**src/sv/hbra_pkg.sv**
```systemverilog
// Histogram bin range aligner: shared widths and the divider-to-back word.
// No dependencies.
`default_nettype none
package hbra_pkg;

  localparam int HW_W  = 32;
  localparam int DIV_W = 49;
  localparam int LIM_W = 52;
  localparam int SLK_W = 38;
  localparam int OUT_W = 48;
  localparam int CNT_W = 16;
  localparam int MAG_H = 26;
  localparam int PRD_W = 84;

  typedef logic signed [LIM_W-1:0] lim_t;
  typedef logic signed [SLK_W-1:0] slk_t;

  typedef struct packed {
    logic [DIV_W-1:0] qmin;
    logic [HW_W-1:0]  rmin;
    logic             nmin;
    logic [DIV_W-1:0] qmax;
    logic [HW_W-1:0]  rmax;
    logic             nmax;
    logic [HW_W-1:0]  hw;
  } hbra_div_t;

endpackage
`default_nettype wire

```
**src/sv/hbra_queue.sv**
```systemverilog
// Two-word queue between the divider front end and the alignment back end.
// Depends on hbra_pkg.
`default_nettype none
module hbra_queue import hbra_pkg::*; (
  input  wire logic      clk,
  input  wire logic      rst_n,
  input  wire logic      push,
  input  wire hbra_div_t push_word,
  input  wire logic      pop,
  output logic           nonempty,
  output logic           full,
  output hbra_div_t      pop_word
);

  hbra_div_t mem [0:1];
  logic       wp_r, rp_r;
  logic [1:0] cnt_r;

  always_ff @(posedge clk) begin
    if (push) mem[wp_r] <= push_word;
    if (!rst_n) begin
      wp_r  <= 1'b0;
      rp_r  <= 1'b0;
      cnt_r <= 2'd0;
    end else begin
      if (push) wp_r <= ~wp_r;
      if (pop && nonempty) rp_r <= ~rp_r;
      cnt_r <= cnt_r + 2'(push) - 2'(pop && nonempty);
    end
  end

  assign nonempty = (cnt_r != 2'd0);
  assign full     = (cnt_r == 2'd2);
  assign pop_word = mem[rp_r];

endmodule
`default_nettype wire

```
**config.mk**
```make
export PLATFORM = sky130hd
export DESIGN_NAME = hbra_queue
export DESIGN_NICKNAME = d
export VERILOG_FILES = /design/src/sv/hbra_pkg.sv /design/src/sv/hbra_queue.sv
export SDC_FILE = /design/constraint.sdc
export NUM_CORES = 1
export LEC_CHECK = 0
export BUFFER_PORTS_ARGS = -buffer_cell sky130_fd_sc_hd__buf_2
export CAP_MARGIN = 20
export CORE_UTILIZATION = 49
export CTS_BUF_LIST = sky130_fd_sc_hd__clkbuf_8
export DETAILED_ROUTE_END_ITERATION = 10
export PLACE_DENSITY_LB_ADDON = 0.15
export RECOVER_POWER = 50
export SYNTH_ARGS = -nofsm -noshare
export SYNTH_HDL_FRONTEND = slang
export SYNTH_SLANG_ARGS = --single-unit
```
**constraint.sdc**
```tcl
create_clock -name clk -period 9.8 [get_ports clk]
set_clock_uncertainty 0.05 [all_clocks]
set_input_delay 0 -clock clk [delete_from_list [all_inputs] [get_ports clk]]
set_output_delay 0 -clock clk [all_outputs]
set_load 0.05 [all_outputs]
```
==> impl_results.md <==
- Number of buffers created by CTS: 61
- Initial DRC Count: 372
- Final hold viol count: 0
- Synthesized area: 15000 um^2
- CTS tree: built
- Fill count: 2098
- Clock latency at the later pin of the worst-skew pair: 0.59 ns
- Simple-Gate Fraction of Synth Area: 0.360%
- Sink Count: 397
- Switching pwr: 0.00158 W
- Post-synth EDFFs: 392
- Total power: 0.00468 W
- DRC viols: 0
- # setup viols final: 0
- Wire length per cell: 18.8 um
- Initial antenna violation count: 1
- Root Buffer: clkbuf_8
- Clk pin slew, worst setup/hold paths: 0.07 ns
- Slew Limit Fails: 130
- Die width: 177 um
- Layout cells sized above 1: 41.9%
- GRT overflow: 0
- Mapped Cells: 633
- Num ports: 398
- R2r worst-path depth: 3
- Syn_nets: 835
- CP Data Arrival Time: 5.41 ns
- Clock power share: 26.2%
- Synth async-reset ratio: 0%
- Area of the multi-input gates: 2870 um^2
- Worst hold-check path type: input port to flop
- Cells on Worst Hold Path: 2
- Internal power: 0.00310 W
- Die H: 177 um
- Register Area: 11900 um^2
- Critical path class: flop to flop
- Via count: 8296
- Total Wirelength: 32200 um
- Seq/Total Area, Yosys: 79.3%
- Logic pwr share: 30.3%
- PD cells: 231 nW/um^2
- Mux share of post-synthesis cell area: 18.4%
- Compound-Gate Fraction of Synth Area: 0.100%
- Status: finished, violations left
- Rel. slew slack: -193%
- Post-route setup slack: 4.54 ns
- Leakage Power: 7.77 nW
- Crit start category: flop
- Commonest non-fill, non-tap cells in the layout: 392 x edfxtp_1, 274 x buf_2, 200 x dlygate4sd3_1, 140 x mux2_4, 117 x clkbuf_1
- Synth warn: 0
- #FFs+latches synth: 397
- Worst path required time: 9.95 ns
- Core Area: 29900 um^2
- Largest net degree at the start of global routing: 71
- RD Place Congestion: 0.771
- First-pass GRT wire length: 47000 um
- Post-synthesis xor/xnor area fraction: 0.151%
- Post-synthesis adder-cell area fraction: 0.167%
- Largest family of logic cells by synthesized area: multiplexers
- Port bufs: 397
- Drt pass-1 iters: 6
- Worst slew pin tran: 4.39 ns
- Max Fclk: 190 MHz
- Critical path peak fanout: 65
- Post-DP HPWL: 20600 um
- IR Drop Worst-Case VDD: 176 uV
- CP endpoint kind: flop
- Die Area: 31200 um^2
- Post-route ant nets: 0
- Pre-CTS setup slack: 6.65 ns
- Synth Flop Type: edfxtp_1
- Max-cap check violation count: 3
- Effective utilization at floorplan: 50.1%
- Gr usage total: 20.1%
- Area grow syn2layout: 35.2%
- Failing checks: max-capacitance violations, max-slew violations
- CTS max path bufs: 3
- Commonest non-fill, non-tap cell in the layout: edfxtp_1
- # diodes: 0
- TNS Setup: 0 ns
- CTS H-tree lvls: 2
- Minimum clock period: 5.26 ns
- RSZ-0062 raised after global routing: false
- Distinct cells, synth: 16
- Final period util: 53.7%
- Sw Ratio: 33.8%
- Cell Rows: 63
- Number of global-route vias before repair: 8777
- Reg power frac: 43.5%
- Count of nets after finishing: 1481
- Avg Vias per Cell: 4.83
- Mean Syn Cell Area: 23.6 um^2
timing repair:
action	CTS	global route
hold buffers	200	0
endpoints found under the hold margin	427	0
gates resized for setup	0	0
buffers inserted	0	0
endpoints found under the setup margin	0	0
registers in the layout (all words and copies together) (netlist names), named ones only:
| signal | flops |
|---|---|
| wp_r | 1 |
| cnt_r | 2 |
| mem | 392 |
| rp_r | 1 |
worst paths after layout:
path,to,start,slack [ns]
min,mem[0][9],push_word[9],0.08
max,mem[0][72],wp_r,4.54
max reg2reg,mem[0][72],wp_r,4.54
min reg2reg,flop,rp_r,0.43
cell usage after synthesis, types with 2 or more instances:
cell type  instances  area (um^2)
mux2_4           140         2100
buf_6             17          191
o21a_1             2         15.0
mux2i_1            2         20.0
nor2b_1            4         25.0
edfxtp_1         392        11800
dfxtp_1            5          100
inv_1              2         7.51
ha_1               2         25.0
and2_1             2         12.5
buf_2              5         25.0
mux2_2            56          631
routing by layer:
metal | routed length [um] | share of wire (%) | vias to the layer above | GRT usage, %
li1 | - | - | 3828 | -
met1 | 11900 | 37 | 4075 | 22.1
met2 | 16900 | 53 | 320 | 35.7
met3 | 2270 | 7.0 | 73 | 5.93
met4 | 1150 | 3.6 | 0 | 8.94
met5 | 0 | 0 | - | 0
power groups by stage:
stage | Combinational (W) | Clock, W | Sequential (W)
after floorplan | 0.00116 | 0 | 0.00204
after global placement | 0.00136 | 0 | 0.00207
after detailed placement | 0.00136 | 0 | 0.00207
after CTS | 0.00143 | 0.00125 | 0.00203
after global routing | 0.00148 | 0.00134 | 0.00204
final | 0.00142 | 0.00122 | 0.00203
worst max-delay path, stage by stage (launching register included):
cell,delay (ns)
dfxtp_1,0.31
nor2b_1,2.07
clkbuf_1,1.48
buf_4,0.87
cells by family after synthesis:
family	after synthesis
mux	198
flops	397
simple gates	9
compound gates	2
buf+inv	24
xor+xnor	1
fa+ha+maj	2
per-stage QoR:
step / cells / util [%] / instance area, um^2 / hold slack (ns)
6_report: 1716 / 67.7 / 20200 / 0.0759
4_1_cts: 1716 / 68.3 / 20400 / 0.0382
2_1_floorplan: 633 / - / 15000 / 0.0489
5_1_grt: 1716 / 67.7 / 20200 / 0.0477
3_3_place_gp: 1406 / 57.9 / 17300 / 0.138
3_5_place_dp: 1406 / 57.9 / 17300 / 0.141
cell type report:
cell class | instances | share of cell area [%]
Inverter | 2 | 0.0371
Multi-Input combinational cell | 212 | 14.2
Clock buffer | 68 | 4.62
Sequential cell | 397 | 58.7
Timing Repair Buffer | 605 | 19.3
Tap cell | 390 | 2.41
Clock inverter | 42 | 0.816
(Power assumes the default switching activity.)
